## src/rslr_pkg.sv

```systemverilog
`timescale 1ns / 1ps
`default_nettype none
package rslr_pkg;

  localparam int MAX_PAYLOAD_DEF = 100;

  localparam logic [7:0] PREAMBLE = 8'hAA;
  localparam int DIV_W = 16;
  localparam int DSR_W = 8;

  // configuration register indexes
  localparam logic [2:0] REG_ID_PRODUCT_NAME  = 3'd0;
  localparam logic [2:0] REG_ID_UPDATE_RATE   = 3'd1;
  localparam logic [2:0] REG_ID_OUTPUT_FIELDS = 3'd2;
  localparam logic [2:0] REG_ID_STREAM        = 3'd3;
  localparam logic [2:0] REG_ID_DISTANCE_DATA = 3'd4;

  typedef enum logic [1:0] {
    KIND_NAME,
    KIND_ACK,
    KIND_DIST
  } kind_t;

  // one queued reply frame
  typedef struct packed {
    kind_t       kind;
    logic [7:0]  id;
    logic [31:0] value;
    logic        in_range;
    logic [9:0]  period;
    logic        stream;
  } entry_t;

  // front to queue
  typedef struct packed {
    logic   push;
    entry_t data;
  } push_t;

  // queue to back
  typedef struct packed {
    logic   empty;
    logic   full;
    entry_t data;
  } qstat_t;

  // crc-16/xmodem, one byte
  function automatic logic [15:0] crc_upd(logic [15:0] crc, logic [7:0] b);
    logic [15:0] c;
    c = crc ^ {b, 8'h00};
    for (int i = 0; i < 8; i++) begin
      c = c[15] ? ((c << 1) ^ 16'h1021) : (c << 1);
    end
    return c;
  endfunction

  localparam logic [15:0] CRC_PRE = crc_upd(16'h0000, PREAMBLE);

  // product name text
  function automatic logic [7:0] name_char(logic [2:0] i);
    logic [7:0] r;
    unique case (i)
      3'd0: r = 8'h47;
      3'd1: r = 8'h52;
      3'd2: r = 8'h46;
      3'd3: r = 8'h32;
      3'd4: r = 8'h35;
      3'd5: r = 8'h30;
      default: r = 8'h00;
    endcase
    return r;
  endfunction

endpackage
`default_nettype wire

```

## src/rslr_in_if.sv

```systemverilog
`timescale 1ns / 1ps
`default_nettype none
interface rslr_in_if;
  logic               valid;
  logic               ready;
  logic               opcode;
  logic [7:0]         rx_byte;
  logic signed [23:0] sample_cm;
  modport source (output valid, opcode, rx_byte, sample_cm, input ready);
  modport sink (input valid, opcode, rx_byte, sample_cm, output ready);
endinterface
`default_nettype wire

```

## src/rslr_out_if.sv

```systemverilog
`timescale 1ns / 1ps
`default_nettype none
interface rslr_out_if;
  logic       valid;
  logic       ready;
  logic [7:0] tx_byte;
  logic       frame_end;
  logic [9:0] period_ms;
  logic       streaming;
  modport source (output valid, tx_byte, frame_end, period_ms, streaming, input ready);
  modport sink (input valid, tx_byte, frame_end, period_ms, streaming, output ready);
endinterface
`default_nettype wire

```

## src/rslr_cfg_if.sv

```systemverilog
`timescale 1ns / 1ps
`default_nettype none
interface rslr_cfg_if;
  logic       valid;
  logic       ready;
  logic [2:0] index;
  logic [7:0] data;
  modport source (output valid, index, data, input ready);
  modport sink (input valid, index, data, output ready);
endinterface
`default_nettype wire

```

## src/rslr_div.sv

```systemverilog
`timescale 1ns / 1ps
`default_nettype none
module rslr_div (
  input  wire logic                        clk,
  input  wire logic                        rst,
  input  wire logic                        start,
  input  wire logic [rslr_pkg::DIV_W-1:0]  dividend,
  input  wire logic [rslr_pkg::DSR_W-1:0]  divisor,
  output logic                             done,
  output logic [rslr_pkg::DIV_W-1:0]       quotient
);
  import rslr_pkg::*;

  logic             busy;
  logic [3:0]       cnt;
  logic [DSR_W-1:0] dsr;
  logic [DSR_W-1:0] rem;
  logic [DSR_W:0]   rs;
  logic             ge;

  // one restoring step per cycle
  always_comb begin
    rs = {rem, quotient[DIV_W-1]};
    ge = rs >= {1'b0, dsr};
  end

  always_ff @(posedge clk) begin
    if (rst) begin
      busy <= 1'b0;
      done <= 1'b0;
      cnt  <= '0;
    end else begin
      done <= 1'b0;
      if (start) begin
        busy     <= 1'b1;
        cnt      <= '0;
        quotient <= dividend;
        dsr      <= divisor;
        rem      <= '0;
      end else if (busy) begin
        rem      <= ge ? DSR_W'(rs - {1'b0, dsr}) : rs[DSR_W-1:0];
        quotient <= {quotient[DIV_W-2:0], ge};
        cnt      <= cnt + 4'd1;
        if (cnt == 4'(DIV_W - 1)) begin
          busy <= 1'b0;
          done <= 1'b1;
        end
      end
    end
  end

`ifndef ASSERT_OFF
  a_no_restart: assert property (@(posedge clk) disable iff (rst) busy |-> !start)
    else $error("divider restarted while busy");
  a_done_after_busy: assert property (@(posedge clk) disable iff (rst) done |-> $past(busy))
    else $error("divider done without work");
`endif
endmodule
`default_nettype wire

```

## src/rslr_front.sv

```systemverilog
`timescale 1ns / 1ps
`default_nettype none
module rslr_front #(
  parameter int MaxPayload = rslr_pkg::MAX_PAYLOAD_DEF
) (
  input  wire logic     clk,
  input  wire logic     rst,
  rslr_in_if.sink       rx,
  rslr_cfg_if.sink      cfg,
  input  wire logic     q_full,
  output rslr_pkg::push_t push
);
  import rslr_pkg::*;

  typedef enum logic [6:0] {
    PH_HUNT = 7'b0000001,
    PH_FLO  = 7'b0000010,
    PH_FHI  = 7'b0000100,
    PH_ID   = 7'b0001000,
    PH_PAY  = 7'b0010000,
    PH_CLO  = 7'b0100000,
    PH_CHI  = 7'b1000000
  } phase_t;

  phase_t      phase;
  logic [15:0] flags;
  logic [7:0]  plen;
  logic [7:0]  bcnt;
  logic [7:0]  fid;
  logic [31:0] fpw;
  logic [15:0] crc_run;
  logic [7:0]  crc_lo;
  logic        stream_on;
  logic [9:0]  period;
  logic [7:0]  id_name, id_rate, id_out, id_str, id_dist;

  // pending rate division
  logic        pend;
  logic [7:0]  pend_rate;

  logic        acc, is_byte, good;
  logic        hit_name, hit_rate, hit_out, hit_str, fpw_five;
  logic        sample_go;
  logic [7:0]  b;
  logic [15:0] crc_b;
  logic [15:0] fh;
  logic [7:0]  plen_c;
  logic [7:0]  rate;
  logic        lt, gt;
  logic [15:0] cm16;
  logic [31:0] cm_prod;
  logic        div_start, div_done;
  logic [15:0] div_a, div_q;
  logic [7:0]  div_d;

  assign rx.ready  = !pend && !q_full;
  assign cfg.ready = 1'b1;
  assign acc       = rx.valid && rx.ready;
  assign is_byte   = !rx.opcode;
  assign b         = rx.rx_byte;
  assign crc_b     = crc_upd(crc_run, b);
  assign fh        = {b, flags[7:0]};
  assign plen_c    = fh[13:6] - 8'd1;

  // frame decode at the second crc byte
  assign good      = acc && is_byte && (phase == PH_CHI) && ({b, crc_lo} == crc_run);
  assign hit_name  = fid == id_name;
  assign hit_rate  = !hit_name && fid == id_rate;
  assign hit_out   = !hit_name && !hit_rate && fid == id_out;
  assign hit_str   = !hit_name && !hit_rate && !hit_out && fid == id_str;
  assign fpw_five  = fpw == 32'd5;
  assign rate      = (fpw[7:0] == 8'd0) ? 8'd1 : fpw[7:0];
  assign sample_go = acc && !is_byte && stream_on;

  // distance clamp, then divide by ten through a reciprocal multiply
  assign lt      = rx.sample_cm < 24'sd20;
  assign gt      = rx.sample_cm > 24'sd50000;
  assign cm16    = lt ? 16'd20 : (gt ? 16'd50000 : rx.sample_cm[15:0]);
  assign cm_prod = {16'h0000, cm16} * 32'd52429;

  assign div_start = good && hit_rate;
  assign div_a     = 16'd1000;
  assign div_d     = rate;

  rslr_div u_div (
    .clk      (clk),
    .rst      (rst),
    .start    (div_start),
    .dividend (div_a),
    .divisor  (div_d),
    .done     (div_done),
    .quotient (div_q)
  );

  // reply request to the queue
  always_comb begin
    push.push          = 1'b0;
    push.data.kind     = KIND_ACK;
    push.data.id       = id_out;
    push.data.value    = fpw;
    push.data.in_range = 1'b0;
    push.data.period   = period;
    push.data.stream   = stream_on;
    if (div_done) begin
      push.push        = 1'b1;
      push.data.id     = id_rate;
      push.data.value  = {24'h000000, pend_rate};
      push.data.period = div_q[9:0];
    end else if (sample_go) begin
      push.push          = 1'b1;
      push.data.kind     = KIND_DIST;
      push.data.id       = id_dist;
      push.data.value    = {19'h00000, cm_prod[31:19]};
      push.data.in_range = !(lt || gt);
    end else if (good) begin
      if (hit_name) begin
        push.push      = 1'b1;
        push.data.kind = KIND_NAME;
        push.data.id   = id_name;
      end else if (hit_out) begin
        push.push = 1'b1;
      end else if (hit_str && fpw_five) begin
        push.push        = 1'b1;
        push.data.id     = id_str;
        push.data.stream = 1'b1;
      end
    end
  end

  // configuration registers
  always_ff @(posedge clk) begin
    if (rst) begin
      id_name <= 8'd0;
      id_rate <= 8'd74;
      id_out  <= 8'd27;
      id_str  <= 8'd30;
      id_dist <= 8'd44;
    end else if (cfg.valid && cfg.ready) begin
      unique case (cfg.index)
        REG_ID_PRODUCT_NAME:  id_name <= cfg.data;
        REG_ID_UPDATE_RATE:   id_rate <= cfg.data;
        REG_ID_OUTPUT_FIELDS: id_out  <= cfg.data;
        REG_ID_STREAM:        id_str  <= cfg.data;
        REG_ID_DISTANCE_DATA: id_dist <= cfg.data;
        default: ;
      endcase
    end
  end

  // frame parser and command state
  always_ff @(posedge clk) begin
    if (rst) begin
      phase     <= PH_HUNT;
      flags     <= '0;
      plen      <= '0;
      bcnt      <= '0;
      fid       <= '0;
      fpw       <= '0;
      crc_run   <= '0;
      crc_lo    <= '0;
      stream_on <= 1'b0;
      period    <= 10'd100;
      pend      <= 1'b0;
    end else begin
      if (div_done) begin
        pend   <= 1'b0;
        period <= div_q[9:0];
      end
      if (acc && is_byte) begin
        unique case (phase)
          PH_FLO: begin
            flags   <= {8'h00, b};
            crc_run <= crc_b;
            phase   <= PH_FHI;
          end
          PH_FHI: begin
            if (plen_c > 8'(MaxPayload)) begin
              // rescan the two flag bytes for a preamble
              if (flags[7:0] == PREAMBLE) begin
                crc_run <= crc_upd(CRC_PRE, b);
                flags   <= {8'h00, b};
                phase   <= PH_FHI;
              end else if (b == PREAMBLE) begin
                crc_run <= CRC_PRE;
                phase   <= PH_FLO;
              end else begin
                phase <= PH_HUNT;
              end
            end else begin
              flags   <= fh;
              plen    <= plen_c;
              crc_run <= crc_b;
              phase   <= PH_ID;
            end
          end
          PH_ID: begin
            fid     <= b;
            crc_run <= crc_b;
            bcnt    <= '0;
            fpw     <= '0;
            phase   <= (plen != 8'd0) ? PH_PAY : PH_CLO;
          end
          PH_PAY: begin
            if (bcnt < 8'd4) fpw <= fpw | ({24'h000000, b} << {bcnt[1:0], 3'b000});
            crc_run <= crc_b;
            bcnt    <= bcnt + 8'd1;
            if (bcnt + 8'd1 >= plen) phase <= PH_CLO;
          end
          PH_CLO: begin
            crc_lo <= b;
            phase  <= PH_CHI;
          end
          PH_CHI: begin
            phase <= PH_HUNT;
            if (good) begin
              if (hit_rate) begin
                pend      <= 1'b1;
                pend_rate <= rate;
              end else if (hit_str) begin
                stream_on <= fpw_five;
              end
            end
          end
          default: begin
            if (b == PREAMBLE) begin
              crc_run <= CRC_PRE;
              phase   <= PH_FLO;
            end else begin
              phase <= PH_HUNT;
            end
          end
        endcase
      end
    end
  end

`ifndef ASSERT_OFF
  a_no_push_full: assert property (@(posedge clk) disable iff (rst) push.push |-> !q_full)
    else $error("push into full queue");
`endif
endmodule
`default_nettype wire

```

## src/rslr_queue.sv

```systemverilog
`timescale 1ns / 1ps
`default_nettype none
module rslr_queue (
  input  wire logic        clk,
  input  wire logic        rst,
  input  wire rslr_pkg::push_t push,
  input  wire logic        pop,
  output rslr_pkg::qstat_t stat
);
  import rslr_pkg::*;

  entry_t     mem [2];
  logic       wr_ptr, rd_ptr;
  logic [1:0] count;

  assign stat.empty = count == 2'd0;
  assign stat.full  = count == 2'd2;
  assign stat.data  = mem[rd_ptr];

  // two-entry request queue
  always_ff @(posedge clk) begin
    if (push.push) mem[wr_ptr] <= push.data;
  end

  always_ff @(posedge clk) begin
    if (rst) begin
      wr_ptr <= 1'b0;
      rd_ptr <= 1'b0;
      count  <= '0;
    end else begin
      if (push.push) wr_ptr <= !wr_ptr;
      if (pop) rd_ptr <= !rd_ptr;
      count <= count + 2'(push.push) - 2'(pop);
    end
  end

`ifndef ASSERT_OFF
  a_no_pop_empty: assert property (@(posedge clk) disable iff (rst) pop |-> count != 2'd0)
    else $error("pop from empty queue");
`endif
endmodule
`default_nettype wire

```

## src/rslr_back.sv

```systemverilog
`timescale 1ns / 1ps
`default_nettype none
module rslr_back (
  input  wire logic        clk,
  input  wire logic        rst,
  input  wire rslr_pkg::qstat_t stat,
  output logic             pop,
  rslr_out_if.source       tx
);
  import rslr_pkg::*;

  logic        busy;
  entry_t      cur;
  logic [3:0]  cnt;
  logic [15:0] crc;
  logic [3:0]  dlen;
  logic [7:0]  dbyte;
  logic [7:0]  obyte;
  logic        fire;

  assign pop  = !busy && !stat.empty;
  assign fire = tx.valid && tx.ready;

  // data byte of the current frame
  always_comb begin
    dlen  = 4'd8;
    dbyte = 8'h00;
    unique case (cur.kind)
      KIND_NAME: begin
        dlen = 4'd11;
        unique case (cnt)
          4'd0: dbyte = PREAMBLE;
          4'd1: dbyte = 8'h01;
          4'd2: dbyte = 8'h02;
          4'd3: dbyte = cur.id;
          default: dbyte = name_char(3'(cnt - 4'd4));
        endcase
      end
      KIND_ACK, KIND_DIST: begin
        dlen = (cur.kind == KIND_DIST) ? 4'd12 : 4'd8;
        unique case (cnt)
          4'd0: dbyte = PREAMBLE;
          4'd1: dbyte = 8'h41;
          4'd2: dbyte = (cur.kind == KIND_DIST) ? 8'h02 : 8'h01;
          4'd3: dbyte = cur.id;
          4'd4: dbyte = cur.value[7:0];
          4'd5: dbyte = cur.value[15:8];
          4'd6: dbyte = cur.value[23:16];
          4'd7: dbyte = cur.value[31:24];
          4'd8: dbyte = cur.in_range ? 8'd100 : 8'd0;
          default: dbyte = 8'h00;
        endcase
      end
      default: ;
    endcase
    if (cnt == dlen) obyte = crc[7:0];
    else if (cnt == dlen + 4'd1) obyte = crc[15:8];
    else obyte = dbyte;
  end

  assign tx.valid     = busy;
  assign tx.tx_byte   = obyte;
  assign tx.frame_end = cnt == dlen + 4'd1;
  assign tx.period_ms = cur.period;
  assign tx.streaming = cur.stream;

  // frame sequencer
  always_ff @(posedge clk) begin
    if (rst) begin
      busy <= 1'b0;
      cnt  <= '0;
      crc  <= '0;
    end else if (pop) begin
      busy <= 1'b1;
      cur  <= stat.data;
      cnt  <= '0;
      crc  <= '0;
    end else if (fire) begin
      if (cnt < dlen) crc <= crc_upd(crc, dbyte);
      cnt <= cnt + 4'd1;
      if (tx.frame_end) busy <= 1'b0;
    end
  end

`ifndef ASSERT_OFF
  a_cnt_bound: assert property (@(posedge clk) disable iff (rst) busy |-> cnt <= dlen + 4'd1)
    else $error("frame byte index past end");
  a_end_done: assert property (@(posedge clk) disable iff (rst)
      (fire && tx.frame_end) |=> !busy)
    else $error("sequencer busy after frame end");
`endif
endmodule
`default_nettype wire

```

## src/rangefinder_serial_link_responder.sv

```systemverilog
// a byte that completes a frame, or a distance sample, is written into the queue; the sequencer then pops it
// and registers it before its first reply byte; a rate command first passes through the 16-step divider
// throughput: 1 request per cycle while the 2-entry queue has room and no rate division is pending
// replies leave at 1 byte per cycle while tx.ready is high; the sequencer idles between frames to pop the next entry
// reset: synchronous, clears parser, queue and sequencer; period 100, streaming off
`timescale 1ns / 1ps
`default_nettype none
module rangefinder_serial_link_responder #(
  parameter int MaxPayload = rslr_pkg::MAX_PAYLOAD_DEF
) (
  input  wire logic   clk,
  input  wire logic   rst,
  rslr_in_if.sink     rx,
  rslr_out_if.source  tx,
  rslr_cfg_if.sink    cfg
);
  import rslr_pkg::*;

  push_t  push;
  qstat_t stat;
  logic   pop;

  rslr_front #(.MaxPayload(MaxPayload)) u_front (
    .clk    (clk),
    .rst    (rst),
    .rx     (rx),
    .cfg    (cfg),
    .q_full (stat.full),
    .push   (push)
  );

  rslr_queue u_queue (
    .clk  (clk),
    .rst  (rst),
    .push (push),
    .pop  (pop),
    .stat (stat)
  );

  rslr_back u_back (
    .clk  (clk),
    .rst  (rst),
    .stat (stat),
    .pop  (pop),
    .tx   (tx)
  );
endmodule
`default_nettype wire
```

## src/flat_wrapper.sv

```systemverilog
// flat-port wrapper written by rule: the top's interface ports become plain ports
module rangefinder_serial_link_responder_flat import rslr_pkg::*;
#(
  parameter int MaxPayload = rslr_pkg::MAX_PAYLOAD_DEF
)
  (clk, rst, rx_valid, rx_opcode, rx_rx_byte, rx_sample_cm, rx_ready, tx_valid, tx_tx_byte, tx_frame_end, tx_period_ms, tx_streaming, tx_ready, cfg_valid, cfg_index, cfg_data, cfg_ready);
  rslr_in_if rx_i ();
  rslr_out_if tx_i ();
  rslr_cfg_if cfg_i ();
  input  wire logic clk;
  input  wire logic rst;
  input wire logic [$bits(rx_i.valid)-1:0] rx_valid;
  input wire logic [$bits(rx_i.opcode)-1:0] rx_opcode;
  input wire logic [$bits(rx_i.rx_byte)-1:0] rx_rx_byte;
  input wire logic [$bits(rx_i.sample_cm)-1:0] rx_sample_cm;
  output wire logic [$bits(rx_i.ready)-1:0] rx_ready;
  output wire logic [$bits(tx_i.valid)-1:0] tx_valid;
  output wire logic [$bits(tx_i.tx_byte)-1:0] tx_tx_byte;
  output wire logic [$bits(tx_i.frame_end)-1:0] tx_frame_end;
  output wire logic [$bits(tx_i.period_ms)-1:0] tx_period_ms;
  output wire logic [$bits(tx_i.streaming)-1:0] tx_streaming;
  input wire logic [$bits(tx_i.ready)-1:0] tx_ready;
  input wire logic [$bits(cfg_i.valid)-1:0] cfg_valid;
  input wire logic [$bits(cfg_i.index)-1:0] cfg_index;
  input wire logic [$bits(cfg_i.data)-1:0] cfg_data;
  output wire logic [$bits(cfg_i.ready)-1:0] cfg_ready;
  assign rx_i.valid = rx_valid;
  assign rx_i.opcode = rx_opcode;
  assign rx_i.rx_byte = rx_rx_byte;
  assign rx_i.sample_cm = rx_sample_cm;
  assign rx_ready = rx_i.ready;
  assign tx_valid = tx_i.valid;
  assign tx_tx_byte = tx_i.tx_byte;
  assign tx_frame_end = tx_i.frame_end;
  assign tx_period_ms = tx_i.period_ms;
  assign tx_streaming = tx_i.streaming;
  assign tx_i.ready = tx_ready;
  assign cfg_i.valid = cfg_valid;
  assign cfg_i.index = cfg_index;
  assign cfg_i.data = cfg_data;
  assign cfg_ready = cfg_i.ready;
  rangefinder_serial_link_responder #(.MaxPayload(MaxPayload)) u_core (.clk(clk), .rst(rst), .rx(rx_i), .tx(tx_i), .cfg(cfg_i));
endmodule
```

## config.mk

```make
export PLATFORM = sky130hd
export DESIGN_NAME = rangefinder_serial_link_responder_flat
export DESIGN_NICKNAME = d
export VERILOG_FILES = /design/src/rslr_pkg.sv /design/src/rslr_in_if.sv /design/src/rslr_out_if.sv /design/src/rslr_cfg_if.sv /design/src/rslr_div.sv /design/src/rslr_front.sv /design/src/rslr_queue.sv /design/src/rslr_back.sv /design/src/rangefinder_serial_link_responder.sv /design/src/flat_wrapper.sv
export SDC_FILE = /design/constraint.sdc
export NUM_CORES = 1
export LEC_CHECK = 0
export ABC_AREA = 1
export BUFFER_PORTS_ARGS = -buffer_cell sky130_fd_sc_hd__buf_2
export CAP_MARGIN = 40
export CORE_ASPECT_RATIO = 2
export CORE_UTILIZATION = 59
export DETAILED_ROUTE_END_ITERATION = 10
export GPL_TIMING_DRIVEN = 0
export PLACE_DENSITY = 0.76
export RECOVER_POWER = 50
export SYNTH_ARGS = -nofsm -noshare
export SYNTH_HDL_FRONTEND = slang
export SYNTH_HIERARCHICAL = 1
export SYNTH_SLANG_ARGS = --single-unit
```

## constraint.sdc

```tcl
create_clock -name clk -period 18.65 [get_ports clk]
set_clock_uncertainty 0.05 [all_clocks]
set_input_delay 3.73 -clock clk [delete_from_list [all_inputs] [get_ports clk]]
set_output_delay 3.73 -clock clk [all_outputs]
set_load 0.02 [all_outputs]
```

==> reports/metrics.cfg, run 1 <==
[synthesis]
ys_ff_latch = 381
synthCells = 2891
syn-cell-area_um2 = 24600
synth_edf_count = 202
synth_top_cell_by_area = edfxtp_1
ys_async_sr_fraction = 0
synth_top_area_share = 0.2466
yosys_warnings = 6
synth-seq-area-share = 0.3923
syn_avg_cell_area_um2 = 8.508
ys.flop_type = edfxtp_1
synth_area_leaders = edfxtp_1 25%, dfxtp_1 15%, ha_1 8.4%
ys_types = 69

[worst_setup_path]
rrSetupSlack_ns = 12.88
worst_setup_path_end_kind = flop
worst-r2r-cell-count = 13
crit_slowest_cell = nor2_1
crit_type = in2reg
required_ns = 18.84
cp-startpoint = rx_sample_cm[12]
crit_end = u_core/u_queue/mem[0][19]
cp_slowest_stage_delay_ns = 0.67
r2r_start = u_core/u_back/cur[52]
worstPathArrival_ns = 10.73
start_kind = primary input
cp_max_fo = 6
r2r-end = u_core/u_back/crc[9]
crit_top_cell = nand2_1

[finish]
final_area_um2 = 26590
layout-drive-gt1-share = 0.08490
utilization = 0.6465
filler_cell_count = 3641
area_growth_pct = 8.088
final_nets = 3306
diodes = 0

[floorplanning]
die_area_um2 = 42560
io_pins = 72
core.rowCount = 105
die_y_um = 290.8
die_width_um = 146.4
initial_core_util = 0.5981
core-area_um2 = 41120

[routing]
drc = 0
wl_met3_um = 2482
wl_met1_um = 22050
ant_nets = 0
vias = 19920
avgViaCountPerCell = 5.573
wl_um = 68740
top_layer = met4
dr.pass1.iters = 7
route.detailed.wl_per_inst_um = 19.23
met2_length_um = 37690
first_iter_violations = 1028

[global_routing]
grt_pass1_vias = 20700
antenna_found_initial = 0
grt_max_degree = 42
grt_pass1_wl_um = 107400
grt.total_usage = 0.3293
grt_overflow_total = 0

[placement]
dpl_cell_area_um2 = 25750
post-dp-hpwl_um = 54900
port_buffers = 63
place_congestion = 1.004

[timing]
fmax_mhz = 94.94
setup_viol = 0
tightest_slew_ns = 3.075
rsz0062_at_grt = false
final_hold_viol_count = 0
relSlewSlack = -1.103
fin_crit_sh = 0.5647
final.min_clock_period_ns = 10.53
fin_tns_setup_ns = 0
drv_slew = 67

[cts]
h-tree-depth = 2
postCtsSetupRepairBufs = 0
clk_latency_ns = 0.54
cts_hold_buf = 0
clockBufferDepth = 3
path_clk_slew_ns = 0.07
cts_tree = done
cts_made_buffers = 35
postCtsResizedCells = 0
cts_sinks = 381
cts_root_buf = clkbuf_16

[status]
violations = max-capacitance violations, max-slew violations
outcome = complete, but fails checks

[power]
leakagePower_uw = 0.01214
worst_ir_drop_vdd_uv = 82.79
p_per_area_nw_per_um2 = 105.3
fin_total_pwr_uw = 2799

[flow_run]
maxCapViolations = 3

[worst_hold_path]
min-delay-path-class = reg2reg

==> metrics by stage <==
| stage | setup WS, ns | hold WS [ns] | std cells |
|---|---|---|---|
| final | 8.117 | 0.4149 | 3574 |
| after global routing | 7.960 | 0.4500 | 3574 |
| after CTS | 8.344 | 0.4130 | 3574 |
| after detailed placement | 7.816 | 0.3972 | 3511 |
| after global placement | 7.715 | 0.3830 | 3504 |
| after floorplan | 9.211 | 0.3743 | 2906 |
==> flip-flops by register name, indices dropped and copies added (netlist names), 4 cells and up, named ones only <==
name and cells:
u_core/u_front/u_div/rem 8, u_core/u_front/id_name 8, u_core/u_front/id_str 8, u_core/u_front/fid 8
u_core/u_front/id_rate 8, u_core/u_front/pend_rate 8, u_core/u_front/id_out 8, u_core/u_front/flags 8
u_core/u_front/crc_lo 8, u_core/u_front/u_div/dsr 8, u_core/u_back/tx.period_ms 10, u_core/u_front/fpw 32
u_core/u_back/crc 16, u_core/u_back/cur 43, u_core/u_front/crc_run 16, u_core/u_front/period 10
u_core/u_front/phase 7, u_core/u_front/u_div/cnt 4, u_core/u_front/id_dist 8, u_core/u_front/plen 8
u_core/u_front/bcnt 8, u_core/u_queue/mem 108, u_core/u_back/cnt 4, u_core/u_front/u_div/quotient 16
==> worst max-delay path: cells and delay by family <==
| kind | cells | cell delay (ns) |
|---|---|---|
| compound gates | 6 | 1.05 |
| xor+xnor | 1 | 0.45 |
| fa+ha+maj | 7 | 3.22 |
| buf+inv | 6 | 0.50 |
| simple gates | 11 | 1.76 |
==> cells in the mapped netlist (6+ instances only) <==
cell / instances
a21o_1: 6
a21oi_1: 180
a31oi_1: 11
buf_2: 29
buf_4: 15
buf_6: 6
clkbuf_1: 47
dfxtp_1: 179
edfxtp_1: 202
fa_1: 79
ha_1: 165
inv_1: 456
inv_2: 10
mux2_4: 50
nand2_1: 539
nand2_2: 22
nand2_4: 8
nand3_1: 169
nand3b_1: 11
nand4_1: 40
nor2_1: 275
nor2_2: 10
nor3_1: 26
nor4_1: 22
o211ai_1: 14
o21a_1: 8
o21ai_0: 128
o22ai_1: 12
or2_2: 7
xnor2_1: 28
xor2_1: 51
==> report_power, final <==
group	internal, uW	switching, uW
Clock	411	331
Combinational	363	724
Sequential	941	30.2
Total	1710	1080
==> per-layer routing <==
metal  track usage  vias up
li1              -     9656
met1        0.2877     9317
met2        0.6474      640
met3       0.03595      304
met4        0.2825        0
met5             0        -
==> placed cells by master (no fill, tap or decap), types with 5 or more instances in the layout <==
cell / Yosys / final
mux2_1: 0 / 46
nor2_2: 10 / 7
clkinv_2: 1 / 5
fa_1: 79 / 79
buf_6: 6 / 5
conb_1: 2 / 17
clkbuf_16: 0 / 35
a31oi_1: 11 / 11
o21ai_0: 128 / 128
edfxtp_1: 202 / 202
o211ai_2: 5 / 5
a21o_1: 6 / 6
buf_2: 29 / 79
nand2_4: 8 / 8
o22ai_1: 12 / 12
nand4_1: 40 / 41
a21oi_1: 180 / 180
o21bai_1: 5 / 5
mux2_4: 50 / 5
nand2_1: 539 / 541
or2_2: 7 / 7
clkbuf_1: 47 / 75
o221ai_1: 5 / 5
nor3_1: 26 / 26
xor2_1: 51 / 51
nor2_1: 275 / 277
nor2_4: 4 / 5
xnor2_1: 28 / 28
nand3_1: 169 / 169
dfxtp_1: 179 / 179
nor4_1: 22 / 22
buf_4: 15 / 15
inv_1: 456 / 455
o21a_1: 8 / 8
nand3b_1: 11 / 11
inv_2: 10 / 10
ha_1: 165 / 165
o211ai_1: 14 / 14
nand2_2: 22 / 20
==> area by class of cell <==
class,instances,area (um^2),area share
multi-input cells,1949,12410,0.4669
flip-flops and latches,381,9649,0.3630
inverters,471,1772,0.06664
clock buffers,43,945.9,0.03558
well taps,535,669.4,0.02518
plain buffers,105,531.8,0.02000
repair buffers,70,372.9,0.01402
clock inverters,20,232.7,0.008754
==> kinds of logic (layout without fill, tap and decap cells) <==
kind of cell,after synthesis,in the layout,share of synthesized area
other,2,17,0.0003053
adder cells (fa/ha/maj),244,244,0.1482
buffers and inverters,576,709,0.09742
multiplexers,54,54,0.03235
flip-flops,381,381,0.3923
XOR/XNOR,79,79,0.02813
AND/OR/NAND/NOR,1154,1154,0.2080
AO/OA/AOI/OAI,401,401,0.09324
==> how the worst min path moves through the flow <==
stage,from,end,slack (ns),cells after the start
detailed placement,u_core/u_front/period[6],u_core/u_front/period[6],0.40,2
floorplan,u_core/u_front/period[2],u_core/u_front/period[2],0.37,2
CTS,u_core/u_front/period[6],u_core/u_front/period[6],0.41,2
global route,u_core/u_front/fpw[17],u_core/u_front/fpw[17],0.45,2
finish,u_core/u_front/period[6],u_core/u_front/period[6],0.41,2
global placement,u_core/u_front/period[2],u_core/u_front/period[2],0.38,2
Power figures use the tool's default switching activity.
==> run 2, diff against run 1 <==
--- a/config.mk
+++ b/config.mk
@@ -9,10 +9,10 @@
 export BUFFER_PORTS_ARGS = -buffer_cell sky130_fd_sc_hd__buf_2
 export CAP_MARGIN = 40
 export CORE_ASPECT_RATIO = 2
-export CORE_UTILIZATION = 59
+export CORE_UTILIZATION = 58
 export DETAILED_ROUTE_END_ITERATION = 10
 export GPL_TIMING_DRIVEN = 0
-export PLACE_DENSITY = 0.76
+export PLACE_DENSITY = 0.78
 export RECOVER_POWER = 50
 export SYNTH_ARGS = -nofsm -noshare
 export SYNTH_HDL_FRONTEND = slang
==> constraint.sdc (replaced) <==
create_clock -name clk -period 9.4 [get_ports clk]
set_clock_uncertainty 0.05 [all_clocks]
set_input_delay 1.88 -clock clk [delete_from_list [all_inputs] [get_ports clk]]
set_output_delay 1.88 -clock clk [all_outputs]
set_load 0.02 [all_outputs]
==> run 2 against run 1 <==
Highest routed layer unchanged. Register-to-register slack got worse by 9.3 ns. Final cell count rose by 0.17%. Utilization decreased by 1.1 points. Count of clock-buffer cells in the layout grew 7. Sequential share of layout area increased by 0.065 points. Via count grew 1.7%. Die area up 1.7%. Critical path depth grew 1. Total power grew 97%. Hold slack better by 0.0086 ns. The run still ends with max-capacitance violations, max-slew violations left.
==> reports/metrics.cfg, run 2 (synthesized netlist as in run 1, its figures left out) <==
[status]
outcome = complete, but fails checks
violations = max-capacitance violations, max-slew violations

[worst_setup_path]
crit_buf_inv = 9
cp_max_fo = 10
crit_top_cell = inv_1
crit_family = adder cells
cp_slowest_stage_delay_ns = 0.55
worst_setup_path_end_kind = flop
crit_slowest_cell = fa_1
worstPathArrival_ns = 8.86
required_ns = 9.60
crit_type = in2reg
start_kind = primary input

[timing]
whs_ns = 0.4235
relSlewSlack = -1.058
fin_crit_sh = 0.9207
final_hold_viol_count = 0
fin_tns_setup_ns = 0
final.min_clock_period_ns = 8.655
drv_slew = 67
fmax_mhz = 115.5
tightest_slew_ns = 3.009
rsz0062_at_grt = false
setup_viol = 0

[routing]
met2_length_um = 38600
avgViaCountPerCell = 5.656
wl_um = 71270
dr.pass1.iters = 6
drc = 0
route.detailed.wl_per_inst_um = 19.91
wl_met3_um = 2763
top_layer = met4
first_iter_violations = 1110
ant_nets = 0
wl_met1_um = 22390
vias = 20250

[global_routing]
grt_max_degree = 36
grt_pass1_wl_um = 110300
grt_overflow_total = 0
grt.total_usage = 0.3364
grt_pass1_vias = 20990
antenna_found_initial = 0

[cts]
clk_latency_ns = 0.54
cts_hold_buf = 0
path_clk_slew_ns = 0.06
clockBufferDepth = 3
h-tree-depth = 2
cts_made_buffers = 36
cts_tree = done
cts_root_buf = clkbuf_16
cts_sinks = 381
postCtsResizedCells = 0
postCtsSetupRepairBufs = 0

[floorplanning]
io_pins = 72
core.rowCount = 106
initial_core_util = 0.5887
die_width_um = 147.6
die_area_um2 = 43290
die_y_um = 293.2
core-area_um2 = 41780

[power]
fin_total_pwr_uw = 5504
worst_ir_drop_vdd_uv = 148.1
leakagePower_uw = 0.01210
p_per_area_nw_per_um2 = 207.4

[finish]
most-common-layout-cells = 541 x nand2_1, 456 x inv_1, 277 x nor2_1
layout_commonest_cell = nand2_1
fin_cells = 3580
final_nets = 3306
reg.largest.list = u_core/u_queue/mem: 108 flops, u_core/u_back/cur: 43 flops, u_core/u_front/fpw: 32 flops
area_growth_pct = 7.895
largest_register_ffs = 108
diodes = 0
multiInputGateArea_um2 = 12420
filler_cell_count = 3599
layout-drive-gt1-share = 0.08125
register_area_um2 = 9649
top_register = u_core/u_queue/mem

[placement]
port_buffers = 63
dp_cells = 3514
post-dp-hpwl_um = 56710
place_congestion = 1.054

[worst_hold_path]
min-delay-path-class = reg2reg

[flow_run]
maxCapViolations = 3

run 2: cell count changes in the layout (fill, tap and decap cells not counted), moves of 2 or more:
cell and change:
buf_2 -5, bufinv_16 -2, clkbuf_1 +9, clkinv_1 +3, clkinv_2 -2, clkinv_4 -3
run 2: per-layer routing:
layer  track usage  vias to the layer above
li1              -                     9647
met1        0.2962                     9523
met2        0.6478                      734
met3       0.03571                      343
met4        0.3146                        0
met5             0                        -
run 2: power by group:
group / internal [uW] / switching (uW) / leakage, uW / total [uW]
logic: 721 / 1440 / 0.00827 / 2160
clock network: 778 / 632 / 0.000542 / 1410
registers: 1870 / 62.2 / 0.00328 / 1930
total: 3370 / 2140 / 0.0121 / 5500
run 2: worst paths after layout:
kind	startpoint	endpoint	slack [ns]	cells past startpoint
max	rx_sample_cm[23]	u_core/u_queue/mem[1][19]	0.75	32
min	u_core/u_front/period[8]	u_core/u_front/period[8]	0.42	2
max reg2reg	u_core/u_back/cur[52]	u_core/u_back/crc[11]	3.63	13
min reg2reg	u_core/u_front/period[8]	u_core/u_front/period[8]	0.42	2
run 2: worst min-delay path, stage by stage, from the launching register on:
cell and delay [ns]:
dfxtp_1 0.30, nand2_1 0.07, a21oi_1 0.06
run 2: area by class of cell:
type                       count  share of cell area
buffer                       105             0.01975
clock buffer                  50             0.03744
clock inverter                15            0.004998
inverter                     471             0.06676
multi-input combinational   1949              0.4679
sequential                   381              0.3636
tap                          540             0.02546
timing repair buffer          69             0.01405
run 2: per-stage QoR:
stage               worst slack, ns    util  area [um^2]
floorplan                     1.811       -        24650
global placement             0.4154  0.6138        25640
detailed placement           0.3068  0.6163        25750
CTS                          0.8419  0.6432        26870
global route                 0.4508  0.6352        26540
finish                       0.7455  0.6352        26540
